==> config.mk <==
export PLATFORM = sky130hd
export DESIGN_NAME = min_point_to_plane_distance
export DESIGN_NICKNAME = d
export VERILOG_FILES = /design/src/rtl/core/mppd_pkg.sv /design/src/rtl/core/mppd_ctrl.sv /design/src/rtl/core/mppd_datapath.sv /design/src/rtl/core/min_point_to_plane_distance.sv
export SDC_FILE = /design/constraint.sdc
export NUM_CORES = 2
export LEC_CHECK = 0
export ABC_AREA = 1
export BUFFER_PORTS_ARGS = -buffer_cell sky130_fd_sc_hd__buf_2
export CAP_MARGIN = 20
export CORE_MARGIN = 8
export CORE_UTILIZATION = 45
export CTS_CLUSTER_DIAMETER = 30
export CTS_CLUSTER_SIZE = 28
export DETAILED_ROUTE_END_ITERATION = 6
export SLEW_MARGIN = 25
export SYNTH_ARGS = -nofsm -noshare
export SYNTH_HDL_FRONTEND = slang
export SYNTH_SLANG_ARGS = --single-unit
==> constraint.sdc <==
create_clock -name clock -period 13.15 [get_ports clock]
set_clock_uncertainty 0.05 [all_clocks]
set_input_delay 0.6575 -clock clock [delete_from_list [all_inputs] [get_ports clock]]
set_output_delay 0.6575 -clock clock [all_outputs]
set_load 0.03 [all_outputs]
==> src/rtl/core/mppd_pkg.sv <==
// ----------------------------------------------------------------------------
// mppd_pkg: shared types for the minimum point-to-plane distance block
// Multiplier operand selects and the command/status structs that join the
// controller and the datapath.
// ----------------------------------------------------------------------------
package mppd_pkg;

   // Packed request payload width (six Q16.16 coordinates, three Q2.14 normals)
   localparam int unsigned ReqDataWidth = 240;
   localparam int unsigned RspDataWidth = 32;

   // Operand pairs for the shared multiplier
   typedef enum logic [2:0] {
      MUL_DX_NX = 3'd0,
      MUL_DY_NY = 3'd1,
      MUL_DZ_NZ = 3'd2,
      MUL_NX_NX = 3'd3,
      MUL_NY_NY = 3'd4,
      MUL_NZ_NZ = 3'd5,
      MUL_LO_LO = 3'd6,
      MUL_HI_LO = 3'd7
   } mul_sel_type;

   // Commands from the controller to the datapath
   typedef struct packed {
      logic        load;        // capture the accepted request
      mul_sel_type mul_sel;
      logic        mul_hi_hi;   // overrides mul_sel with hi * hi
      logic        dot_load;
      logic        dot_add;
      logic        s_load;
      logic        s_add;
      logic        a_load;      // magnitude of the dot product
      logic        x_load;      // lo * lo term of A^2
      logic        x_add_mid;   // 2 * hi * lo term
      logic        x_add_high;  // hi * hi term
      logic        root_init;
      logic        root_step;
      logic        fold;        // fold distance into running minimum
   } cmd_type;

   // Status from the datapath to the controller
   typedef struct packed {
      logic rsp_busy;           // result register still holds an untaken result
   } status_type;

endpackage

==> src/rtl/core/mppd_ctrl.sv <==
// ----------------------------------------------------------------------------
// mppd_ctrl: sequencer for the point-to-plane distance datapath
// Steps one item through the multiply schedule, the 32-step root recurrence
// and the fold into the running minimum.
// ----------------------------------------------------------------------------
module mppd_ctrl (
   input  logic                clock,
   input  logic                reset,
   input  logic                req_tvalid,
   output logic                req_tready,
   input  mppd_pkg::status_type status,
   output mppd_pkg::cmd_type   cmd
);
   import mppd_pkg::*;

   typedef enum logic [3:0] {
      ST_IDLE = 4'b0001,
      ST_MATH = 4'b0010,
      ST_ROOT = 4'b0100,
      ST_FOLD = 4'b1000
   } state_type;

   localparam logic [4:0] MathLast = 5'd9;
   localparam logic [4:0] RootLast = 5'd31;

   state_type  state_ff, state_in;
   logic [4:0] step_ff, step_in;

   assign req_tready = (state_ff == ST_IDLE);

   // Next state and step count
   always_comb begin
      state_in = state_ff;
      step_in  = step_ff;
      unique case (state_ff)
         ST_IDLE: begin
            step_in = '0;
            if (req_tvalid) begin
               state_in = ST_MATH;
            end
         end
         ST_MATH: begin
            step_in = step_ff + 5'd1;
            if (step_ff == MathLast) begin
               state_in = ST_ROOT;
               step_in  = '0;
            end
         end
         ST_ROOT: begin
            step_in = step_ff + 5'd1;
            if (step_ff == RootLast) begin
               state_in = ST_FOLD;
               step_in  = '0;
            end
         end
         ST_FOLD: begin
            if (!status.rsp_busy) begin
               state_in = ST_IDLE;
            end
         end
         default: begin
            state_in = ST_IDLE;
            step_in  = '0;
         end
      endcase
   end

   // Command decode
   always_comb begin
      cmd         = '0;
      cmd.mul_sel = MUL_DX_NX;
      cmd.load    = (state_ff == ST_IDLE) && req_tvalid;
      if (state_ff == ST_MATH) begin
         unique case (step_ff)
            5'd0: cmd.mul_sel = MUL_DX_NX;
            5'd1: begin
               cmd.mul_sel  = MUL_DY_NY;
               cmd.dot_load = 1'b1;
            end
            5'd2: begin
               cmd.mul_sel = MUL_DZ_NZ;
               cmd.dot_add = 1'b1;
            end
            5'd3: begin
               cmd.mul_sel = MUL_NX_NX;
               cmd.dot_add = 1'b1;
            end
            5'd4: begin
               cmd.mul_sel = MUL_NY_NY;
               cmd.s_load  = 1'b1;
               cmd.a_load  = 1'b1;
            end
            5'd5: begin
               cmd.mul_sel = MUL_NZ_NZ;
               cmd.s_add   = 1'b1;
            end
            5'd6: begin
               cmd.mul_sel = MUL_LO_LO;
               cmd.s_add   = 1'b1;
            end
            5'd7: begin
               cmd.mul_sel = MUL_HI_LO;
               cmd.x_load  = 1'b1;
            end
            5'd8: begin
               cmd.mul_hi_hi = 1'b1;
               cmd.x_add_mid = 1'b1;
            end
            5'd9: begin
               cmd.x_add_high = 1'b1;
               cmd.root_init  = 1'b1;
            end
            default: cmd.mul_sel = MUL_DX_NX;
         endcase
      end
      cmd.root_step = (state_ff == ST_ROOT);
      cmd.fold      = (state_ff == ST_FOLD) && !status.rsp_busy;
   end

   always_ff @(posedge clock) begin
      if (reset) begin
         state_ff <= ST_IDLE;
         step_ff  <= '0;
      end else begin
         state_ff <= state_in;
         step_ff  <= step_in;
      end
   end

endmodule

==> src/rtl/core/mppd_datapath.sv <==
// ----------------------------------------------------------------------------
// mppd_datapath: arithmetic for the point-to-plane distance
// Shared 34x26 multiplier builds n.(q-p), |n|^2 and A^2; a restoring root
// recurrence finds the largest q with q*q*S <= A*A, one bit per cycle.
// ----------------------------------------------------------------------------
module mppd_datapath (
   input  logic                                  clock,
   input  logic                                  reset,
   input  mppd_pkg::cmd_type                     cmd,
   output mppd_pkg::status_type                  status,
   input  logic [mppd_pkg::ReqDataWidth-1:0]     req_tdata,
   input  logic                                  req_tlast,
   output logic                                  rsp_tvalid,
   input  logic                                  rsp_tready,
   output logic [mppd_pkg::RspDataWidth-1:0]     rsp_tdata
);
   import mppd_pkg::*;

   // Captured item
   logic signed [32:0] dx_ff, dy_ff, dz_ff;
   logic signed [15:0] nx_ff, ny_ff, nz_ff;
   logic               last_ff;

   // Arithmetic registers
   logic signed [59:0] prod_ff;
   logic signed [49:0] dot_ff;
   logic [31:0]        s_ff;
   logic [48:0]        a_ff;
   logic [97:0]        x_ff;
   logic [99:0]        u_ff, v_ff;
   logic [31:0]        q_ff;

   // Result and running minimum
   logic [31:0]        min_ff;
   logic [31:0]        rsp_data_ff;
   logic               rsp_valid_ff;

   logic signed [33:0] op_a;
   logic signed [25:0] op_b;
   logic [24:0]        a_lo;
   logic [23:0]        a_hi;
   logic [49:0]        dot_abs;
   logic [99:0]        inc;
   logic               take;
   logic [99:0]        u_sum;
   logic [31:0]        plane_dist;
   logic [31:0]        new_min;

   assign a_lo = a_ff[24:0];
   assign a_hi = a_ff[48:25];

   // Multiplier operand select
   always_comb begin
      op_a = '0;
      op_b = '0;
      if (cmd.mul_hi_hi) begin
         op_a = {10'd0, a_hi};
         op_b = {2'd0, a_hi};
      end else begin
         case (cmd.mul_sel)
            MUL_DX_NX: begin
               op_a = {dx_ff[32], dx_ff};
               op_b = {{10{nx_ff[15]}}, nx_ff};
            end
            MUL_DY_NY: begin
               op_a = {dy_ff[32], dy_ff};
               op_b = {{10{ny_ff[15]}}, ny_ff};
            end
            MUL_DZ_NZ: begin
               op_a = {dz_ff[32], dz_ff};
               op_b = {{10{nz_ff[15]}}, nz_ff};
            end
            MUL_NX_NX: begin
               op_a = {{18{nx_ff[15]}}, nx_ff};
               op_b = {{10{nx_ff[15]}}, nx_ff};
            end
            MUL_NY_NY: begin
               op_a = {{18{ny_ff[15]}}, ny_ff};
               op_b = {{10{ny_ff[15]}}, ny_ff};
            end
            MUL_NZ_NZ: begin
               op_a = {{18{nz_ff[15]}}, nz_ff};
               op_b = {{10{nz_ff[15]}}, nz_ff};
            end
            MUL_LO_LO: begin
               op_a = {9'd0, a_lo};
               op_b = {1'b0, a_lo};
            end
            MUL_HI_LO: begin
               op_a = {10'd0, a_hi};
               op_b = {1'b0, a_lo};
            end
            default: begin
               op_a = '0;
               op_b = '0;
            end
         endcase
      end
   end

   assign dot_abs = dot_ff[49] ? 50'(-dot_ff) : 50'(dot_ff);

   // Root recurrence: compare U + V against the remainder; a taken bit
   // moves U to U + 2V before the halving
   assign inc   = u_ff + v_ff;
   assign take  = (inc <= {2'd0, x_ff});
   assign u_sum = take ? (inc + v_ff) : u_ff;

   // Distance and minimum update
   assign plane_dist = (s_ff == '0) ? '0 : q_ff;
   assign new_min    = (plane_dist < min_ff) ? plane_dist : min_ff;

   assign status.rsp_busy = rsp_valid_ff && !rsp_tready;
   assign rsp_tvalid      = rsp_valid_ff;
   assign rsp_tdata       = rsp_data_ff;

   // Item capture: coordinate differences are exact 33 bit values
   always_ff @(posedge clock) begin
      if (cmd.load) begin
         dx_ff   <= 33'($signed(req_tdata[31:0]))  - 33'($signed(req_tdata[127:96]));
         dy_ff   <= 33'($signed(req_tdata[63:32])) - 33'($signed(req_tdata[159:128]));
         dz_ff   <= 33'($signed(req_tdata[95:64])) - 33'($signed(req_tdata[191:160]));
         nx_ff   <= req_tdata[207:192];
         ny_ff   <= req_tdata[223:208];
         nz_ff   <= req_tdata[239:224];
         last_ff <= req_tlast;
      end
   end

   // Multiply and accumulate
   always_ff @(posedge clock) begin
      prod_ff <= op_a * op_b;
      if (cmd.dot_load) begin
         dot_ff <= prod_ff[49:0];
      end else if (cmd.dot_add) begin
         dot_ff <= dot_ff + prod_ff[49:0];
      end
      if (cmd.s_load) begin
         s_ff <= prod_ff[31:0];
      end else if (cmd.s_add) begin
         s_ff <= s_ff + prod_ff[31:0];
      end
      if (cmd.a_load) begin
         a_ff <= dot_abs[48:0];
      end
   end

   // A^2 assembly and root recurrence
   always_ff @(posedge clock) begin
      if (cmd.x_load) begin
         x_ff <= {48'd0, prod_ff[49:0]};
      end else if (cmd.x_add_mid) begin
         x_ff <= x_ff + {23'd0, prod_ff[48:0], 26'd0};
      end else if (cmd.x_add_high) begin
         x_ff <= x_ff + {prod_ff[47:0], 50'd0};
      end else if (cmd.root_step && take) begin
         x_ff <= x_ff - inc[97:0];
      end
      if (cmd.root_init) begin
         u_ff <= '0;
         v_ff <= {6'd0, s_ff, 62'd0};
         q_ff <= '0;
      end else if (cmd.root_step) begin
         u_ff <= {1'b0, u_sum[99:1]};
         v_ff <= {2'd0, v_ff[99:2]};
         q_ff <= {q_ff[30:0], take};
      end
   end

   // Running minimum and result register
   always_ff @(posedge clock) begin
      if (reset) begin
         min_ff       <= '1;
         rsp_valid_ff <= 1'b0;
      end else begin
         if (rsp_tready) begin
            rsp_valid_ff <= 1'b0;
         end
         if (cmd.fold) begin
            if (last_ff) begin
               min_ff       <= '1;
               rsp_valid_ff <= 1'b1;
            end else begin
               min_ff <= new_min;
            end
         end
      end
   end

   always_ff @(posedge clock) begin
      if (cmd.fold && last_ff) begin
         rsp_data_ff <= new_min;
      end
   end

endmodule

==> src/rtl/core/min_point_to_plane_distance.sv <==
// ----------------------------------------------------------------------------
// min_point_to_plane_distance: running minimum of point-to-plane distances
// Top level joining the sequencer and the arithmetic datapath.
// ----------------------------------------------------------------------------
// Each request carries a query point, a neighbor point and its normal; the
// block computes floor(|n.(q-p)| / |n|) in unsigned Q16.16 (0 for a zero
// normal, saturating at all ones) and keeps the minimum over the run. On the
// transfer marked tlast it emits the minimum and restarts. Per item, the
// shared multiplier forms the dot product, |n|^2 and the square of the dot,
// then the one-bit-per-cycle root recurrence finds the quotient and a fold
// updates the minimum. A new request is taken the cycle after the fold, so
// only one item is in flight at a time; a result still waiting in the
// output register holds the fold of the next item, whether last or not,
// until it is taken.
module min_point_to_plane_distance (
   input  logic                               clock,
   input  logic                               reset,
   input  logic                               req_tvalid,
   output logic                               req_tready,
   // query_x, query_y, query_z, neighbor_x, neighbor_y, neighbor_z,
   // nrm_x, nrm_y, nrm_z (lowest bit first)
   input  logic [mppd_pkg::ReqDataWidth-1:0]  req_tdata,
   input  logic                               req_tlast,   // last_neighbor
   output logic                               rsp_tvalid,
   input  logic                               rsp_tready,
   output logic [mppd_pkg::RspDataWidth-1:0]  rsp_tdata    // min_distance
);
   import mppd_pkg::*;

   cmd_type    cmd;
   status_type status;

   mppd_ctrl u_ctrl (
      .clock      (clock),
      .reset      (reset),
      .req_tvalid (req_tvalid),
      .req_tready (req_tready),
      .status     (status),
      .cmd        (cmd)
   );

   mppd_datapath u_datapath (
      .clock      (clock),
      .reset      (reset),
      .cmd        (cmd),
      .status     (status),
      .req_tdata  (req_tdata),
      .req_tlast  (req_tlast),
      .rsp_tvalid (rsp_tvalid),
      .rsp_tready (rsp_tready),
      .rsp_tdata  (rsp_tdata)
   );

   // One item in flight: no request right after a transfer
   a_one_item : assert property (@(posedge clock) disable iff (reset)
      req_tvalid && req_tready |=> !req_tready)
      else $error("request taken while an item is in flight");

   // A result appears only out of a fold
   a_rsp_from_fold : assert property (@(posedge clock) disable iff (reset)
      $rose(rsp_tvalid) |-> $past(cmd.fold))
      else $error("result raised without a fold");

endmodule

### After elaboration in Yosys (flattened, before gate mapping)

Index checks and enable logic that the tools add are counted.

| word-level totals | value |
|---|---|
| register bits after elaboration | 726 |
| input port bits | 245 |

| cells by class | value |
|---|---|
| eq/ne operators | 25 |
| $mul | 1 |
| magnitude comparators | 2 |
| add/subtract/negate cells | 12 |
| muxes and demuxes | 39 |
| reductions and logical operators | 21 |

Operator list:

| kind | number |
|---|---|
| two-way mux 98 bit | 3 |
| one-hot mux 34 bit (8 select lines) | 1 |
| two-way mux 94 bit | 2 |
| two-way mux 32 bit | 5 |
| two-way mux 50 bit | 3 |
| one-hot mux 26 bit (4 select lines) | 1 |
| adder 100 x 94 -> 100 bit | 1 |
| adder 99 x 94 -> 100 bit | 1 |
| <= comparator 100 x 98 -> 1 bit | 1 |
| two-way mux 100 bit | 1 |
| subtractor 32 x 32 -> 33 bit | 3 |
| adder 98 x 75 -> 98 bit | 1 |
| adder 98 bit | 1 |
| subtractor 98 bit | 1 |
| adder 50 bit | 1 |
| multiplier 34 x 26 -> 50 bit | 1 |
| two-way mux 49 bit | 1 |
| negator 49 bit | 1 |
| two-way mux 34 bit | 1 |
| adder 32 bit | 1 |
| zero test 32 bit | 1 |
| less-than comparator 32 bit | 1 |
| two-way mux 26 bit | 1 |
| one-hot mux 3 bit (7 select lines) | 1 |
| other kinds (30) | 65 |

### Logic depth before layout (Yosys ltp)

| depth | value |
|---|---|
| depth after elaboration | 9 |
| gate-level depth with buffers | 52 |
| gate-level depth less buffers | 50 |

### Modules after synthesis

From an unflattened synthesis, not the netlist that was laid out.

| unflattened totals | value |
|---|---|
| cell total of the unflattened synthesis | 13627 |
| area, all modules | 96582.6 µm² |

Modules (own cells, without submodules):

| module | instances | area an instance (µm²) | cells each |
|---|---|---|---|
| mppd_datapath | 1 | 95841.9 | 13512 |
| mppd_ctrl | 1 | 740.7 | 115 |

### Worst setup path after synthesis

Ideal clock, no wire load.

| timing | value |
|---|---|
| kind | reg-to-reg |
| start | register u_ctrl.step_ff[1] (netlist name) |
| end | register u_datapath.dx_ff[0], enable pin |
| period minus slack after synthesis | 8379 ps |
| setup slack | 4771 ps |
| arrival | 7671 ps |
| path buffers | 0 |
| cell stages (with the launch flop) | 13 |
| library setup time | 658 ps |
| path through | dfxtp_1 inv_1 ha_1 inv_1 nor2_1 inv_1 nor2_1 o22ai_2 nor2_1 inv_1 a21oi_1 inv_2 nor2_1 |

RTL lines:

| item | line | text |
|---|---|---|
| to (signal assigned) | mppd_datapath.sv:120 | `dx_ff <= 33'($signed(req_tdata[31:0])) - 33'($signed(req_tdata[127:96]));` |
| to (decl) | mppd_datapath.sv:20 | `logic signed [32:0] dx_ff, dy_ff, dz_ff;` |

### Worst setup path in the final report

| timing | value |
|---|---|
| start | register u_ctrl.step_ff[0] |
| end | register u_datapath.prod_ff[49] |

| on the way | value |
|---|---|
| longest elaborated chain between the ends | 8 |
| elaborated cells on any way between the ends | 28 |
| those cells by class | mul (1); eq/ne (15); mux (7); reduce/logical (5) |

RTL lines:

| item | line | text |
|---|---|---|
| from (decl) | mppd_ctrl.sv:27 | `logic [4:0] step_ff, step_in;` |
| from (signal assigned) | mppd_ctrl.sv:126 | `step_ff <= step_in;` |
| == test 5 x 3 -> 1 bit, or another cell as far along | mppd_ctrl.sv:74 | `unique case (step_ff)` |
| one-hot mux 3 bit (7 select lines) | mppd_ctrl.sv:74 |  |
| two-way mux 13 bit * | mppd_ctrl.sv:73 | `if (state_ff == ST_MATH) begin` |
| == test 3 bit, or another cell as far along | mppd_datapath.sv:60 | `case (cmd.mul_sel)` |
| OR reduction 2 bit (no source line) | -- |  |
| one-hot mux 26 bit (4 select lines) | mppd_datapath.sv:60 |  |
| two-way mux 26 bit | mppd_datapath.sv:56 | `if (cmd.mul_hi_hi) begin` |
| multiplier 34 x 26 -> 50 bit * | mppd_datapath.sv:132 | `prod_ff <= op_a * op_b;` |
| to (signal assigned) | mppd_datapath.sv:132 |  |
| to (decl) | mppd_datapath.sv:25 | `logic signed [59:0] prod_ff;` |

Mark *: on every way between the ends. The rest lies on a longest branch, timed or not.
A chain may end at the register's enable or synchronous reset.

==> results.sh <==
export IMPL_status="finished with violations"
export IMPL_violations="DRC"
export IMPL_cts_setup_buffers=0
export IMPL_synthDistinctLibCells=74
export IMPL_fin_crit_sh=0.890
export IMPL_die_w_microns=478
export IMPL_tightest_slew_ns=1.26
export IMPL_yosysSeqAreaShare=0.192
export IMPL_ios=279
export IMPL_cts_tree="done"
export IMPL_io_buffers=278
export IMPL_vias=97500
export IMPL_synth_async_reset_ratio=0
export IMPL_synth_top_area_share=0.163
export IMPL_drcViolationCount=26
export IMPL_syn_area_sq_um=96200
export IMPL_clk_pin_slew_worst_paths_ns=0.05
export IMPL_slew_headroom=0.160
export IMPL_clk_path_buf_depth=3
export IMPL_syn_inst=13600
export IMPL_hold_viol_final=0
export IMPL_drive_gt1_frac=0.0707
export IMPL_timing_fmax_mhz=85.5
export IMPL_end_kind="flop"
export IMPL_grt_pass1_wl_microns=638000
export IMPL_antenna_left=0
export IMPL_first_global_vias=96400
export IMPL_die_area_sq_um=229000
export IMPL_synth_ff_type="edfxtp_1"
export IMPL_cp_start_kind="flop"
export IMPL_htreeDepth=4
export IMPL_r2r_cells=42
export IMPL_drv_cap=0
export IMPL_initial_core_util=0.453
export IMPL_clkLatencyLatePin_ns=0.93
export IMPL_criticalPathCategory="flop to flop"
export IMPL_fin_crit_ns=11.70
export IMPL_drt_total_wl_microns=439000
export IMPL_detail_route_iter0_violations=11200
export IMPL_numCtsBuffers=217
export IMPL_required_ns=13.80
export IMPL_hpwl_microns=364000
export IMPL_ys_top_cells_by_area="fa_1, edfxtp_1, ha_1"
export IMPL_critPathMaxFanout=24
export IMPL_coreArea_sq_um=212000
export IMPL_antenna_found_initial=33
export IMPL_synth_most_common_cell="inv_1"
export IMPL_hold_depth=1
export IMPL_synthTopCellsByCount="inv_1, nand2_1, nor2_1"
export IMPL_fin_tns_setup_ns=0
export IMPL_crit_buf_inv=12
export IMPL_grt_max_degree=84
export IMPL_synth_area_per_cell_sq_um=7.09
export IMPL_hold_path_class="input port to flop"
export IMPL_fillers=21200
export IMPL_grt_overflow_total=0
export IMPL_slew_viol_final=0
export IMPL_syn_nets=15400
export IMPL_gp_congestion=1.06
export IMPL_cts_root_buf="clkbuf_16"
export IMPL_yosysTopAreaCell="fa_1"
export IMPL_yosysWarningCount=0
export IMPL_synth_edff_count=393
export IMPL_grt_util_all_layers=0.371
export IMPL_fin_nets=15900
export IMPL_ys_seq_elements=726
export IMPL_num_rows=169
export IMPL_syn_to_final_growth_pct=14.0
export IMPL_slowest_delay_ns=0.68
export IMPL_setup_viol=0
export IMPL_clock_sinks=726
export IMPL_post_drt_wl_per_cell_microns=25.8
export IMPL_arrival_ns=12.35
export IMPL_firstDrtPassIters=7
export IMPL_die_h_microns=478
export IMPL_grt_setup_unrepaired="false"
export IMPL_cp_num_cells=42
export IMPL_critPathSlowestCell="inv_1"
export IMPL_vias_per_cell=5.73
export IMPL_cpMostUsedCell="inv_1"
export IMPL_crit_family="adder cells"
[per-layer routing]
layer	track usage	vias up	wire length [microns]	share of wire
met4	0.173	16	25100	0.057
met2	0.568	4902	186000	0.42
met3	0.0845	1085	44500	0.10
met5	0	-	113	0.00026
li1	-	44500	-	-
met1	0.499	47100	183000	0.42
[final cells by class]
type | count | area [sq um] | area share
Tap cell | 2821 | 3530 | 0.0322
Clock inverter | 124 | 1490 | 0.0136
Sequential cell | 726 | 18500 | 0.168
Multi-Input combinational cell | 9773 | 66300 | 0.605
Clock buffer | 285 | 6090 | 0.0556
Antenna cell | 11 | 27.5 | 0.000251
Inverter | 2759 | 10400 | 0.0945
Timing Repair Buffer | 517 | 3330 | 0.0304
[what timing repair did]
| item | 4_1_cts | 5_1_grt |
|---|---|---|
| gates resized for setup | 0 | 0 |
| setup endpoints to repair | 0 | 0 |
| hold endpoints to repair | 51 | 0 |
| hold buffers | 48 | 0 |
[cells by family after synthesis]
kind of cell    synth area share
buf+inv                    0.121
compound gates             0.168
fa+ha+maj                  0.272
xor+xnor                  0.0449
simple gates               0.202
flops                      0.192
[stage by stage]
stage	instances	cell area, sq um	util	hold WS (ns)	setup WS (ns)
after global routing	17000	110000	0.516	0.0206	0.943
final	17000	110000	0.516	0.0405	1.45
after detailed placement	16500	102000	0.478	0.400	1.69
after CTS	17000	110000	0.516	0.00108	1.49
after floorplan	13600	96200	-	0.387	4.77
after global placement	16500	101000	0.478	0.396	1.52
[cells in the final DEF, fill, tap and decap left out, types with 34 or more instances in the layout]
cell type      count
a21boi_0          47
a21o_1            53
a21oi_1         1215
a31oi_1          159
and2_1            38
buf_2            278
buf_4            188
clkbuf_1          34
clkbuf_16        223
clkinv_2          48
dfxtp_1          333
dlygate4sd3_1     48
edfxtp_1         393
fa_1             783
ha_1             842
inv_1           2709
nand2_1         2584
nand3_1          357
nand3b_1          50
nand4_1           58
nor2_1          1420
nor3_1            85
nor4_1            45
o211ai_1          49
o21a_1            75
o21ai_0          916
o21bai_1          58
o22ai_1          124
or2_2             62
xnor2_1          181
xor2_1           305
[path summary, 6_finish.rpt]
check / from / to / slack [ns]
max: u_ctrl.step_ff[0]$_SDFFE_PP0N_ / u_datapath.prod_ff[49]$_DFF_P_ / 1.45
min: req_tdata[216] / u_datapath.ny_ff[8]$_DFFE_PP_ / 0.04
max reg2reg: u_ctrl.step_ff[0]$_SDFFE_PP0N_ / u_datapath.prod_ff[49]$_DFF_P_ / 1.45
min reg2reg: u_datapath.min_ff[18]$_SDFFE_PP1P_ / u_datapath.min_ff[18]$_SDFFE_PP1P_ / 0.41
[flip-flops by register name, indices dropped and copies added, names as in the netlist]
register,flops
u_ctrl.state_ff,4
u_ctrl.step_ff,5
u_datapath.a_ff,49
u_datapath.nx_ff,16
u_datapath.last_ff,1
u_datapath.prod_ff,50
u_datapath.q_ff,32
u_datapath.u_ff,99
u_datapath.x_ff,98
u_datapath.dy_ff,33
u_datapath.dx_ff,33
u_datapath.s_ff,32
u_datapath.nz_ff,16
u_datapath.ny_ff,16
u_datapath.min_ff,32
u_datapath.rsp_tvalid,1
u_datapath.dot_ff,50
u_datapath.dz_ff,33
u_datapath.v_ff,94
u_datapath.rsp_tdata,32
Power is not shown: default switching activity piles up to over one toggle a cycle in this logic, so the estimate is an artifact.
